File: config.mk
export PLATFORM = sky130hd
export DESIGN_NAME = acia_loopback_registers
export DESIGN_NICKNAME = d
export VERILOG_FILES = /design/src/sv/alr_pkg.sv /design/src/sv/alr_regfile.sv /design/src/sv/acia_loopback_registers.sv
export SDC_FILE = /design/constraint.sdc
export NUM_CORES = 1
export LEC_CHECK = 0
export ABC_CLOCK_PERIOD_IN_PS = 2270
export BUFFER_PORTS_ARGS = -buffer_cell sky130_fd_sc_hd__buf_2
export CORE_MARGIN = 5
export CORE_UTILIZATION = 50
export CTS_CLUSTER_SIZE = 25
export DETAILED_ROUTE_END_ITERATION = 10
export PLACE_DENSITY = 0.73
export SKIP_CTS_REPAIR_TIMING = 1
export SLEW_MARGIN = 10
export SYNTH_ARGS = -nofsm -noshare
export SYNTH_HDL_FRONTEND = slang
export SYNTH_SLANG_ARGS = --single-unit
File: constraint.sdc
create_clock -name clk -period 2.27 [get_ports clk]
set_input_delay 0.454 -clock clk [delete_from_list [all_inputs] [get_ports clk]]
set_output_delay 0.454 -clock clk [all_outputs]
set_load 0.01 [all_outputs]
File: src/sv/alr_pkg.sv
// ----------------------------------------------------------------------------
// alr_pkg
// Shared types and constants for the loopback serial register block.
// ----------------------------------------------------------------------------
package alr_pkg;

  // Register select of one bus access.
  typedef enum logic [1:0] {
    ADDR_DATA    = 2'd0,
    ADDR_STATUS  = 2'd1,
    ADDR_COMMAND = 2'd2,
    ADDR_CONTROL = 2'd3
  } alr_addr_t;

  localparam logic MODE_READ  = 1'b0;
  localparam logic MODE_WRITE = 1'b1;

  // Status bits 6 and 5 always read as one.
  localparam logic [7:0] STATUS_FIXED   = 8'h60;
  // A programmed reset keeps only the upper three command bits.
  localparam logic [7:0] CMD_KEEP_MASK  = 8'hE0;
  // Command bits 3:2 select the transmit interrupt with this code.
  localparam logic [1:0] TX_IRQ_ENABLE  = 2'b01;

  typedef struct packed {
    logic      mode;
    alr_addr_t reg_addr;
    logic [7:0] write_data;
  } alr_access_t;

  typedef struct packed {
    logic       irq;
    logic [7:0] read_data;
  } alr_result_t;

endpackage

File: src/sv/alr_regfile.sv
// ----------------------------------------------------------------------------
// alr_regfile
// Register file of the serial interface: applies one access per strobe and
// returns the read byte and the interrupt level after the access.
// ----------------------------------------------------------------------------
module alr_regfile
  import alr_pkg::*;
(
  input  logic        clk,
  input  logic        rst,
  input  logic        en,
  input  alr_access_t acc,
  output alr_result_t res
);

  logic [7:0] rx_byte, rx_byte_next;
  logic       rx_full, rx_full_next;
  logic       tx_empty, tx_empty_next;
  logic       irq_flag, irq_flag_next;
  logic [7:0] command_reg, command_reg_next;
  logic [7:0] control_reg, control_reg_next;

  logic       do_check;
  logic       irq_hit;
  logic [7:0] rdata;

  always_comb begin
    rx_byte_next     = rx_byte;
    rx_full_next     = rx_full;
    tx_empty_next    = tx_empty;
    command_reg_next = command_reg;
    control_reg_next = control_reg;
    do_check         = 1'b0;
    rdata            = '0;
    if (acc.mode == MODE_WRITE) begin
      unique case (acc.reg_addr)
        ADDR_DATA: begin
          // Loopback: the transmitted byte lands in the receiver at once.
          tx_empty_next = 1'b1;
          rx_byte_next  = acc.write_data;
          rx_full_next  = 1'b1;
          do_check      = 1'b1;
        end
        ADDR_STATUS: begin
          command_reg_next = command_reg & CMD_KEEP_MASK;
          do_check         = 1'b1;
        end
        ADDR_COMMAND: begin
          command_reg_next = acc.write_data;
          do_check         = 1'b1;
        end
        default: begin
          control_reg_next = acc.write_data;
        end
      endcase
    end else begin
      unique case (acc.reg_addr)
        ADDR_DATA: begin
          rdata        = rx_byte;
          rx_full_next = 1'b0;
          do_check     = 1'b1;
        end
        ADDR_STATUS: begin
          rdata = STATUS_FIXED | {irq_flag, 2'b00, tx_empty, rx_full, 3'b000};
        end
        ADDR_COMMAND: begin
          rdata = command_reg;
        end
        default: begin
          rdata = control_reg;
        end
      endcase
    end

    irq_hit = (tx_empty_next && (command_reg_next[3:2] == TX_IRQ_ENABLE)) ||
              (rx_full_next && command_reg_next[1]);

    // Apart from reset, a status read is the only way the flag clears; the check only sets it.
    if ((acc.mode == MODE_READ) && (acc.reg_addr == ADDR_STATUS)) begin
      irq_flag_next = 1'b0;
    end else begin
      irq_flag_next = irq_flag | (do_check & irq_hit);
    end
  end

  assign res.read_data = rdata;
  assign res.irq       = irq_flag_next;

  always_ff @(posedge clk) begin
    if (rst) begin
      rx_byte     <= '0;
      rx_full     <= 1'b0;
      tx_empty    <= 1'b1;
      irq_flag    <= 1'b0;
      command_reg <= '0;
      control_reg <= '0;
    end else if (en) begin
      rx_byte     <= rx_byte_next;
      rx_full     <= rx_full_next;
      tx_empty    <= tx_empty_next;
      irq_flag    <= irq_flag_next;
      command_reg <= command_reg_next;
      control_reg <= control_reg_next;
    end
  end

endmodule

File: src/sv/acia_loopback_registers.sv
// ----------------------------------------------------------------------------
// acia_loopback_registers
// Path: an accepted request is held in the input register, then its result
// is loaded into the result register.
// Throughput: one request per cycle unless the output stalls; the register file
// updates as the request leaves the input register and the result is loaded.
// Reset: synchronous, active high; both stages empty, receiver empty,
// transmitter empty flag set, command, control and interrupt cleared.
// ----------------------------------------------------------------------------
module acia_loopback_registers
  import alr_pkg::*;
(
  input  logic        clk,
  input  logic        rst,
  input  logic        s_tvalid,
  output logic        s_tready,
  input  logic [7:0]  s_tdata,   // [7:0] write_data
  input  logic [2:0]  s_tuser,   // [0] mode, [2:1] reg_addr
  output logic        m_tvalid,
  input  logic        m_tready,
  output logic [15:0] m_tdata    // [7:0] read_data, [8] irq, [15:9] zero
);

  logic        in_valid;
  alr_access_t in_acc;
  logic        in_adv;
  logic        out_valid;
  alr_result_t out_res;
  alr_result_t res;

  // The result register can take a new result when empty or being drained.
  assign in_adv   = in_valid && (!out_valid || m_tready);
  assign s_tready = !in_valid || in_adv;

  always_ff @(posedge clk) begin
    if (rst) begin
      in_valid <= 1'b0;
    end else if (s_tready) begin
      in_valid <= s_tvalid;
    end
  end

  always_ff @(posedge clk) begin
    if (s_tready && s_tvalid) begin
      in_acc.mode       <= s_tuser[0];
      in_acc.reg_addr   <= alr_addr_t'(s_tuser[2:1]);
      in_acc.write_data <= s_tdata;
    end
  end

  alr_regfile u_regfile (
    .clk (clk),
    .rst (rst),
    .en  (in_adv),
    .acc (in_acc),
    .res (res)
  );

  always_ff @(posedge clk) begin
    if (rst) begin
      out_valid <= 1'b0;
    end else if (!out_valid || m_tready) begin
      out_valid <= in_valid;
    end
  end

  always_ff @(posedge clk) begin
    if (in_adv) begin
      out_res <= res;
    end
  end

  assign m_tvalid = out_valid;
  assign m_tdata  = {7'd0, out_res.irq, out_res.read_data};

`ifndef SYNTH
  // A status read always leaves the interrupt line low.
  assert property (@(posedge clk) disable iff (rst)
    in_adv && (in_acc.mode == MODE_READ) && (in_acc.reg_addr == ADDR_STATUS)
    |=> (m_tdata[8] == 1'b0))
    else $error("irq not cleared by status read");

  // Write accesses return a zero byte.
  assert property (@(posedge clk) disable iff (rst)
    in_adv && (in_acc.mode == MODE_WRITE) |=> (m_tdata[7:0] == 8'd0))
    else $error("write access returned nonzero data");

  // The input side stalls only when both stages are full and the output waits.
  assert property (@(posedge clk) disable iff (rst)
    !s_tready |-> (in_valid && out_valid && !m_tready))
    else $error("input stalled without output backpressure");
`endif

endmodule

# == Yosys cells after proc, flatten, opt, wreduce, memory -nomap -nowiden ==
# Cells that the tools add are included.
# totals
ff_bits,49
wordCells,52
out_inout_bits,18
inputBits,15
# classes
eq_ne,3
mux,12
n_bitwise,5
n_reduce_logical,17
# ops
operator,n
$pmux W8 S3,1
$pmux W8 S2,1
$mux W1,9
$reduce_and A3 Y1,3
$logic_and A1 B1 Y1,5
$eq A2 B1 Y1 const B,2
$mux W4,1
$reduce_and A4 Y1,1
$logic_or A1 B1 Y1,3
$not A1 Y1,3
$reduce_or A3 Y1,1
$eq A2 B2 Y1 const B,1
$logic_not A1 Y1,2
$logic_not A2 Y1,1
$reduce_bool A2 Y1,1
$and A1 B1 Y1,1
$or A1 B1 Y1,1

# == Logic depth before layout (Yosys ltp) ==
# Gate-level depths: netlist of run 1.
# depth
word_depth,9
depth_mapped,7
mapped_depth_nobuf,6

# == Hierarchy ==
# A second synthesis of run 1 with hierarchy kept.
# unflattened
hier_cells,209
hier_area_um2,2130.8
# by_module_without_submodules
mod,area_per_inst_um2,seq_area_each_um2,instances,cells_each
alr_regfile,1370.1,540.5,1,171
acia_loopback_registers,760.7,640.6,1,38

# == Worst setup path before layout of run 1 ==
# No wires, ideal clock.
# synth_path
path_type,reg-to-reg
startpoint,register in_acc[8] (netlist bit)
endpoint,"register out_res, in the netlist m_tdata[8], data pin"
slack_ns,0.539
n_path_buf,1
arrival_ns,1.463
stages_incl_launch_ff,8
setup_ns,0.268
period_less_slack_ns,1.731
required_ns,2.002
path_cell_list,edfxtp_1 inv_1 ha_1 buf_6 a21boi_0 a41oi_1 a311oi_2 a21oi_1
# synth_between
elab_chain_cells,9
elab_cells_between_ends,22
cone_classes,eq/ne: 3; mux: 11; bitwise: 2; reduce/logical: 6
# synth_lines
element,line_no,text
start: declaration,acia_loopback_registers.sv:25,alr_access_t in_acc;
$eq A2 B2 Y1 / $eq A2 B1 Y1 (equally long branches),"alr_regfile.sv:36, alr_regfile.sv:79",
$pmux W8 S2,alr_regfile.sv:36,unique case (acc.reg_addr)
$mux W4,alr_regfile.sv:35,if (acc.mode == MODE_WRITE) begin
$eq A2 B1 Y1,alr_regfile.sv:75,irq_hit = (tx_empty_next && (command_reg_next[3:2] == TX_IRQ_ENABLE)) ||
$logic_and A1 B1 Y1,alr_regfile.sv:75,
$logic_or A1 B1 Y1,alr_regfile.sv:75,
$and A1 B1 Y1,alr_regfile.sv:82,irq_flag_next = irq_flag | (do_check & irq_hit);
$or A1 B1 Y1,alr_regfile.sv:82,
$mux W1 (*),alr_regfile.sv:79,if ((acc.mode == MODE_READ) && (acc.reg_addr == ADDR_STATUS)) begin
net u_regfile.irq_flag_next,alr_regfile.sv:19,"logic irq_flag, irq_flag_next;"
end signal: assignment,acia_loopback_registers.sv:69,out_res <= res;
end: declaration,acia_loopback_registers.sv:28,alr_result_t out_res;
# Mark *: on every way through the listed nets, which the timed path passes. The rest lies on a longest branch. The select of a mux whose other input is x is not followed.
# A chain may end at the register's enable or synchronous reset.

# == Final worst setup path of run 1 ==
# layout_path
startpoint,register in_acc[8] (netlist bit)
endpoint,register u_regfile.irq_flag
# layout_between
elab_chain_cells,9
elab_cells_between_ends,22
cone_classes,eq/ne: 3; mux: 11; bitwise: 2; reduce/logical: 6
# layout_lines
element,line_no,text
$eq A2 B2 Y1 / $eq A2 B1 Y1 (equally long branches),"alr_regfile.sv:36, alr_regfile.sv:79",
$pmux W8 S2,alr_regfile.sv:36,
$mux W4,alr_regfile.sv:35,
$eq A2 B1 Y1,alr_regfile.sv:75,
$logic_and A1 B1 Y1,alr_regfile.sv:75,
$logic_or A1 B1 Y1,alr_regfile.sv:75,
$and A1 B1 Y1,alr_regfile.sv:82,
$or A1 B1 Y1,alr_regfile.sv:82,
$mux W1 (*),alr_regfile.sv:79,
end signal: assignment,alr_regfile.sv:101,irq_flag <= irq_flag_next;
end: declaration,alr_regfile.sv:19,
# Mark *: on every way between the ends. The rest lies on a longest branch, timed or not. The select of a mux whose other input is x is not followed.

==> results.md, run 1 <==
- Row count: 23
- Main combinational cell family by area after synthesis: simple AND/OR/NAND/NOR gates
- Minimum clock period: between 1.5 and 2 ns
- Adder-cell share of the synthesized area: between 2 and 2.5%
- TritonCTS clock tree: built
- Chip width: between 70 and 80 um
- Fraction of synthesized cell area taken by the top area cell type: ~28%
- Number of setup violations in the final report: 0
- Complex-gate fraction of the synthesized area: 12.68%
- Antenna violations before repair: 0
- Share of synthesized area spent on multiplexers: around a tenth
- Nature of the critical path endpoint: flop
- DRC viols: 0
- Global-route wire length before repair: 6492 um
- Overflow left after global routing: 0
- Outcome: finished clean
- Die outline area: ~5700 um2
- Count of synthesis-stage warnings from yosys: 0
- Clock sink count: ~50
- Worst reg2reg path endpoint: u_regfile.irq_flag
- Setup crit end: u_regfile.irq_flag
- Clock skew after layout: ~0.0067 ns
- Required time of the critical path: 2.46 ns
- Fraction of registers with async set/reset: 0%
- Total power per unit cell area: between 600 and 700 nW/um2
- Final Max Slew Viols: 0
- Area added between synthesis and finish: 9.404%
- Critical path start-end classification: reg -> reg
- Final hold violation count: 0
- Number of global-route vias before repair: about 1400
- Largest net degree at the start of global routing: 30
- Number of inserted diodes: 0
- Cell count after synthesis: around 200
- Part of the Yosys area used for sequential elements: approximately 55%
- Worst r2r src: in_acc[8]
- Synth Area in Simple Gates: 12.85%
- First DRT Iteration DRCs: 95
- Number of levels in the clock H-tree: 2
- Layout net count: approximately 240
- Half-perimeter wire length after detailed placement: about 2800 um
- Area of the core region: 4086 um2
- Antenna-violating nets left: 0
- Number of ports placed on the die boundary: 33
- Upper clock frequency limit: about 0.51 GHz
- HP Class: in -> reg
- Worst-path maximum fanout: 14
- Flop-to-flop setup slack: around 0.31 ns
- Post-route clock period utilization: 86.22%
- Number of fill cells in the layout: approximately 370
- Cell count of the worst reg-to-reg path: 6
- Total Power: 0.001576 W
- Routed vias: 1449
- Total clock buffers created by CTS: 5
- Predominant post-synthesis flop cell: dfxtp_1
- Number of distinct library cell variants in the gate-level netlist after synthesis: 37
- Data arrival time of the worst path: between 2 and 2.5 ns
- Tightest Pin Transition: about 0.57 ns
- Worst voltage drop across the vdd grid: around 530 uV
- Syn avg cell area: ~11 um2
- Xor and xnor area share after synthesis: 0%
- Die H: between 70 and 80 um
- Post-Synthesis Cell Area: ~2100 um2
- Tightest slew margin relative to the limit: between 60% and 70%
- Drt wl/cell: approximately 14 um
- Clock insertion delay at the later pin of the skew report: around 0.29 ns
- Count of buffers inserted at the top-level ports: 25
- Setup repair after global routing missed its margin: no
- Critical path launch point: in_acc[8]
- Cell at the root of the clock tree: clkbuf_8
- Post-synth EDFFs: 20
- Maximum number of buffers from clock root to sink: 2
- Max-cap violation count: 0
- Global router's overall resource usage: between 10% and 20%
- Leading post-synthesis cells by cell area: edfxtp_1 28%, dfxtp_1 27%, mux2i_1 9.8%
- Sum of negative setup slack: 0 ns
- Worst-path clk slew: around 0.08 ns
- Post-synth top area cell: edfxtp_1
- Number of flip-flops and latches in the synthesized netlist: 49
- Register bank with the most flops: in_acc
- Routability congestion estimate: ~0.86
- Post-detailed-routing wire length: slightly below 4000 um
- Number of flip-flops under the largest register name: 11
- Vias/cell: roughly 5.4
- Initial core utilization: between 50% and 60%
- Leak: just over 1 nW
- 1st-pass router iterations: 4
- Critical path launch point type: flop
- Fraction of final layout cells sized beyond drive strength 1: 20.55%
power breakdown:
part	leakage, nW	internal, W	switching [W]
Clock	0.0422	0.000216	0.000262
Sequential	0.426	0.000946	0.0000244
Combinational	0.552	0.0000490	0.0000775
worst max-delay path, stage by stage, from the launching register on:
cell and delay (ns):
edfxtp_1 0.43, inv_1 0.10, ha_1 0.45, nand4_1 0.21, a221oi_2 0.30, a311oi_2 0.09
a2111oi_2 0.29
cells in the final DEF, fill, tap and decap left out, types with 2 or more instances in the layout:
cell       n
nor2_1    38
clkbuf_1   2
a21oi_1   12
a21boi_0   2
dfxtp_1   29
nand2_1    7
conb_1     7
a22oi_1    3
mux2i_1   21
inv_1      6
buf_4      5
ha_1       4
nand4_1    6
a211oi_1   3
a221oi_1   2
a222oi_1   3
buf_2     25
clkbuf_8   5
edfxtp_1  20
layer usage:
metal | share of wire [%] | vias up | track usage, %
li1 | - | 727 | -
met5 | 0 | - | 0
met3 | 6.7 | 4 | 3.958
met4 | 1.6 | 0 | 6.408
met1 | 48 | 665 | 20.97
met2 | 44 | 53 | 22.82
through the flow:
step	std cells	worst slack (ns)	hold WS, ns	util (%)	instance area, um2
after floorplan	201	0.5390	0.4315	-	2165
after global placement	261	0.3904	0.4436	55.36	2262
after detailed placement	261	0.3308	0.4462	55.36	2262
after CTS	269	0.3116	0.3200	57.35	2344
after global routing	269	0.1192	0.3119	57.35	2344
final	269	0.3128	0.3285	57.35	2344
logic make-up (layout without fill, tap and decap cells):
| kind of cell | Yosys count | in the layout |
|---|---|---|
| other | 1 | 7 |
| and+or+nand+nor | 59 | 59 |
| AOI/OAI and AO/OA | 35 | 35 |
| muxes | 21 | 21 |
| adders and majority gates | 4 | 4 |
| DFF | 49 | 49 |
| buffers and inverters | 26 | 44 |
area by class of cell:
cell class	instances	area [um2]	share of cell area, %
sequential	49	1181	50.40
multi-input combinational	126	833.3	35.56
timing repair buffer	30	162.7	6.941
clock buffer	7	76.32	3.257
tap	50	62.56	2.670
inverter	6	22.52	0.9610
clock inverter	1	5.005	0.2136
synth_stat cells, types with 2 or more instances:
| cell type | n |
|---|---|
| a211oi_1 | 3 |
| a21boi_0 | 2 |
| a21oi_1 | 12 |
| a221oi_1 | 2 |
| a222oi_1 | 3 |
| a22oi_1 | 3 |
| buf_2 | 3 |
| buf_4 | 9 |
| buf_6 | 2 |
| clkbuf_1 | 6 |
| dfxtp_1 | 29 |
| edfxtp_1 | 20 |
| ha_1 | 4 |
| inv_1 | 6 |
| mux2i_1 | 21 |
| nand2_1 | 7 |
| nand4_1 | 6 |
| nor2_1 | 38 |
worst min path at each step:
stage          cells past startpoint                       end  slack, ns                      from
3_5_place_dp                       2  u_regfile.command_reg[0]       0.45  u_regfile.command_reg[0]
2_1_floorplan                      2  u_regfile.command_reg[4]       0.43  u_regfile.command_reg[4]
5_1_grt                            1                in_acc[10]       0.31                s_tuser[0]
4_1_cts                            1                in_acc[10]       0.32                s_tuser[0]
3_3_place_gp                       2  u_regfile.command_reg[0]       0.44  u_regfile.command_reg[0]
6_report                           1                 in_acc[1]       0.33                s_tdata[1]
Note: power is estimated with default switching activity, not from simulation.
==> run 2, diff against run 1 <==
--- a/config.mk
+++ b/config.mk
@@ -7,11 +7,13 @@
 export LEC_CHECK = 0
 export ABC_CLOCK_PERIOD_IN_PS = 2270
 export BUFFER_PORTS_ARGS = -buffer_cell sky130_fd_sc_hd__buf_2
+export CELL_PAD_IN_SITES_DETAIL_PLACEMENT = 0
+export CELL_PAD_IN_SITES_GLOBAL_PLACEMENT = 1
 export CORE_MARGIN = 5
-export CORE_UTILIZATION = 50
+export CORE_UTILIZATION = 44
 export CTS_CLUSTER_SIZE = 25
 export DETAILED_ROUTE_END_ITERATION = 10
-export PLACE_DENSITY = 0.73
+export PLACE_DENSITY = 0.79
 export SKIP_CTS_REPAIR_TIMING = 1
 export SLEW_MARGIN = 10
 export SYNTH_ARGS = -nofsm -noshare
==> run 2 against run 1 <==
  * Global-route usage decreased by 1.6 points
  * Flip-flop and latch count did not move
  * Cell area is 2.7% higher
  * Non-clock buffer count up 2
  * Routed wire length is 5.2% higher
  * Sequential power about the same
  * Combinational power increased by 3%
  * Critical path type unchanged
  * Largest power group unchanged
==> results.md, run 2 (same netlist as run 1, synthesis figures left out) <==
- Outcome: finished clean (unchanged)
- Most frequent cells in the layout: 38 x nor2_1, 29 x dfxtp_1, 25 x buf_2, 21 x mux2i_1, 20 x edfxtp_1 (unchanged)
- HP Class: in -> reg (unchanged)
- Post-detailed-routing wire length: 4051 um (was 3851 um)
- Total clock buffers created by CTS: 5 (unchanged)
- Required time of the critical path: 2.48 ns (was 2.46 ns)
- Number of cells after detailed placement: 280 (was 261)
- Clock skew after layout: 0.007150 ns (was 0.006703 ns)
- Routed vias: 1462 (was 1449)
- Area added between synthesis and finish: 12.32% (was 9.404%)
- Commonest non-fill, non-tap cell in the layout: nor2_1 (unchanged)
- Die outline area: 6364 um2 (was 5693 um2)
- TritonCTS clock tree: built (unchanged)
- Number of flip-flops under the largest register name: 11 (unchanged)
- Clock sink count: 49 (unchanged)
- Source of the worst hold timing path: s_tdata[5] (was s_tdata[1])
- Flop-to-flop setup slack: 0.29 ns (was 0.31 ns)
- Drt wl/cell: 14.07 um (was 14.32 um)
- Critical path launch point type: flop (unchanged)
- Total power per unit cell area: 711.8 nW/um2 (was 672.5 nW/um2)
- Cell breakdown of the critical path: inv_1, ha_1, nand4_1, a221oi_2, a311oi_2, a2111oi_2 (unchanged)
- Vias/cell: 5.076 (was 5.387)
- Worst reg2reg path endpoint: u_regfile.irq_flag (unchanged)
- Clock insertion delay at the later pin of the skew report: 0.31 ns (was 0.29 ns)
- Delay-heaviest family, CP: compound AO/OA/AOI/OAI gates (unchanged)
- Critical path buffers and inverters: 1 (unchanged)
- Total Power: 0.001713 W (was 0.001576 W)
- Number of setup violations in the final report: 0 (unchanged)
- Critical path start-end classification: reg -> reg (unchanged)
- Half-perimeter wire length after detailed placement: 2839 um (was 2765 um)
- Nature of the critical path endpoint: flop (unchanged)
- Register bank with the most flops: in_acc (unchanged)
- Tightest slew margin relative to the limit: 59.17% (was 62.30%)
- Initial core utilization: 45.35% (was 52.42%)
- Die H: 79.78 um (was 75.46 um)
- Antenna-violating nets left: 0 (unchanged)
- Cell at the root of the clock tree: clkbuf_8 (unchanged)
- Largest net degree at the start of global routing: 30 (unchanged)
- Routability congestion estimate: 0.7414 (was 0.8610)
- Tightest Pin Transition: 0.6125 ns (was 0.5655 ns)
- Number of ports placed on the die boundary: 33 (unchanged)
- Delay of the slowest cell on the worst path: 0.49 ns (was 0.45 ns)
- Chip width: 79.78 um (was 75.46 um)
- Area of the core region: 4723 um2 (was 4086 um2)
- Global-route wire length before repair: 6617 um (was 6492 um)
- Count of buffers inserted at the top-level ports: 25 (unchanged)
- Global router's overall resource usage: 13.64% (was 15.24%)
- Critical path launch point: in_acc[8] (unchanged)
- Setup repair after global routing missed its margin: no (unchanged)
- Fraction of final layout cells sized beyond drive strength 1: 21.72% (was 20.55%)
- Worst voltage drop across the vdd grid: 313.8 uV (was 525.6 uV)
- Layout net count: 239 (was 237)
- Post-route clock period utilization: 87.02% (was 86.22%)
- Cell count of the worst reg-to-reg path: 6 (unchanged)
- DRC viols: 0 (unchanged)
- Upper clock frequency limit: 0.5062 GHz (was 0.5109 GHz)
- Data arrival time of the worst path: 2.19 ns (was 2.15 ns)
- Instance count along the most critical hold path: 1 (unchanged)
- Sum of negative setup slack: 0 ns (unchanged)
- First DRT Iteration DRCs: 76 (was 95)
- Worst-path maximum fanout: 14 (unchanged)
- 1st-pass router iterations: 4 (unchanged)
- Final hold violation count: 0 (unchanged)
- Leak: 1.041 nW (was 1.020 nW)
- Antenna violations before repair: 0 (unchanged)
- Number of global-route vias before repair: 1337 (was 1354)
- Overflow left after global routing: 0 (unchanged)
- Minimum clock period: 1.975 ns (was 1.957 ns)
- Maximum number of buffers from clock root to sink: 2 (unchanged)
- Cell at the slowest stage of the critical path: ha_1 (unchanged)
- Number of inserted diodes: 0 (unchanged)
- Max-cap violation count: 0 (unchanged)
- Number of standard cells in the final layout excluding fillers: 288 (was 269)
- Final Max Slew Viols: 0 (unchanged)
- Destination of the worst hold path: in_acc[5] (was in_acc[1])
- Row count: 25 (was 23)
- Worst-path clk slew: 0.09 ns (was 0.08 ns)
- Number of levels in the clock H-tree: 2 (unchanged)
- Worst r2r src: in_acc[8] (unchanged)
-- run 2: cell count changes in the layout (fill, tap and decap cells not counted), sizes merged --
| cell | delta |
|---|---|
| clkbuf | -1 |
| bufinv | +1 |
| buf | +2 |
-- run 2: area by class of cell --
type | instances | area, um2
Clock inverter | 2 | 35.03
Clock buffer | 6 | 72.57
Multi-Input combinational cell | 126 | 833.3
Fill cell | 433 | 2317
Inverter | 6 | 22.52
Tap cell | 67 | 83.83
Timing Repair Buffer | 32 | 177.7
Sequential cell | 49 | 1181
-- run 2: worst max-delay path by stage --
| stage | cells past startpoint | end | slack (ns) |
|---|---|---|---|
| after detailed placement | 6 | u_regfile.irq_flag | 0.30 |
| after floorplan | 7 | m_tdata[8] | 0.54 |
| after CTS | 6 | u_regfile.irq_flag | 0.29 |
| after global placement | 6 | u_regfile.irq_flag | 0.35 |
| final | 6 | u_regfile.irq_flag | 0.29 |
| after global routing | 6 | u_regfile.irq_flag | 0.17 |
-- run 2: layer usage --
metal / track usage [%] / part of all wire, %
met1: 18.37 / 48
met2: 21.20 / 46
met3: 3.725 / 4.9
met4: 4.561 / 1.3
met5: 0 / 0
-- run 2: metrics by stage --
stage | setup WS, ns | cell area [um2] | hold WS, ns | utilization (%)
finish | 0.2947 | 2406 | 0.3164 | 50.94
global route | 0.1682 | 2406 | 0.3068 | 50.94
CTS | 0.2945 | 2406 | 0.3110 | 50.94
detailed placement | 0.3028 | 2298 | 0.4624 | 48.66
global placement | 0.3462 | 2298 | 0.4416 | 48.66
floorplan | 0.5390 | 2165 | 0.4315 | -
-- run 2: where the power goes --
part           switching (W)  leakage (nW)  total, W  internal (W)
Clock               0.000287        0.0552  0.000614      0.000327
Sequential         0.0000222         0.426  0.000969      0.000946
Combinational      0.0000804         0.560  0.000130     0.0000498
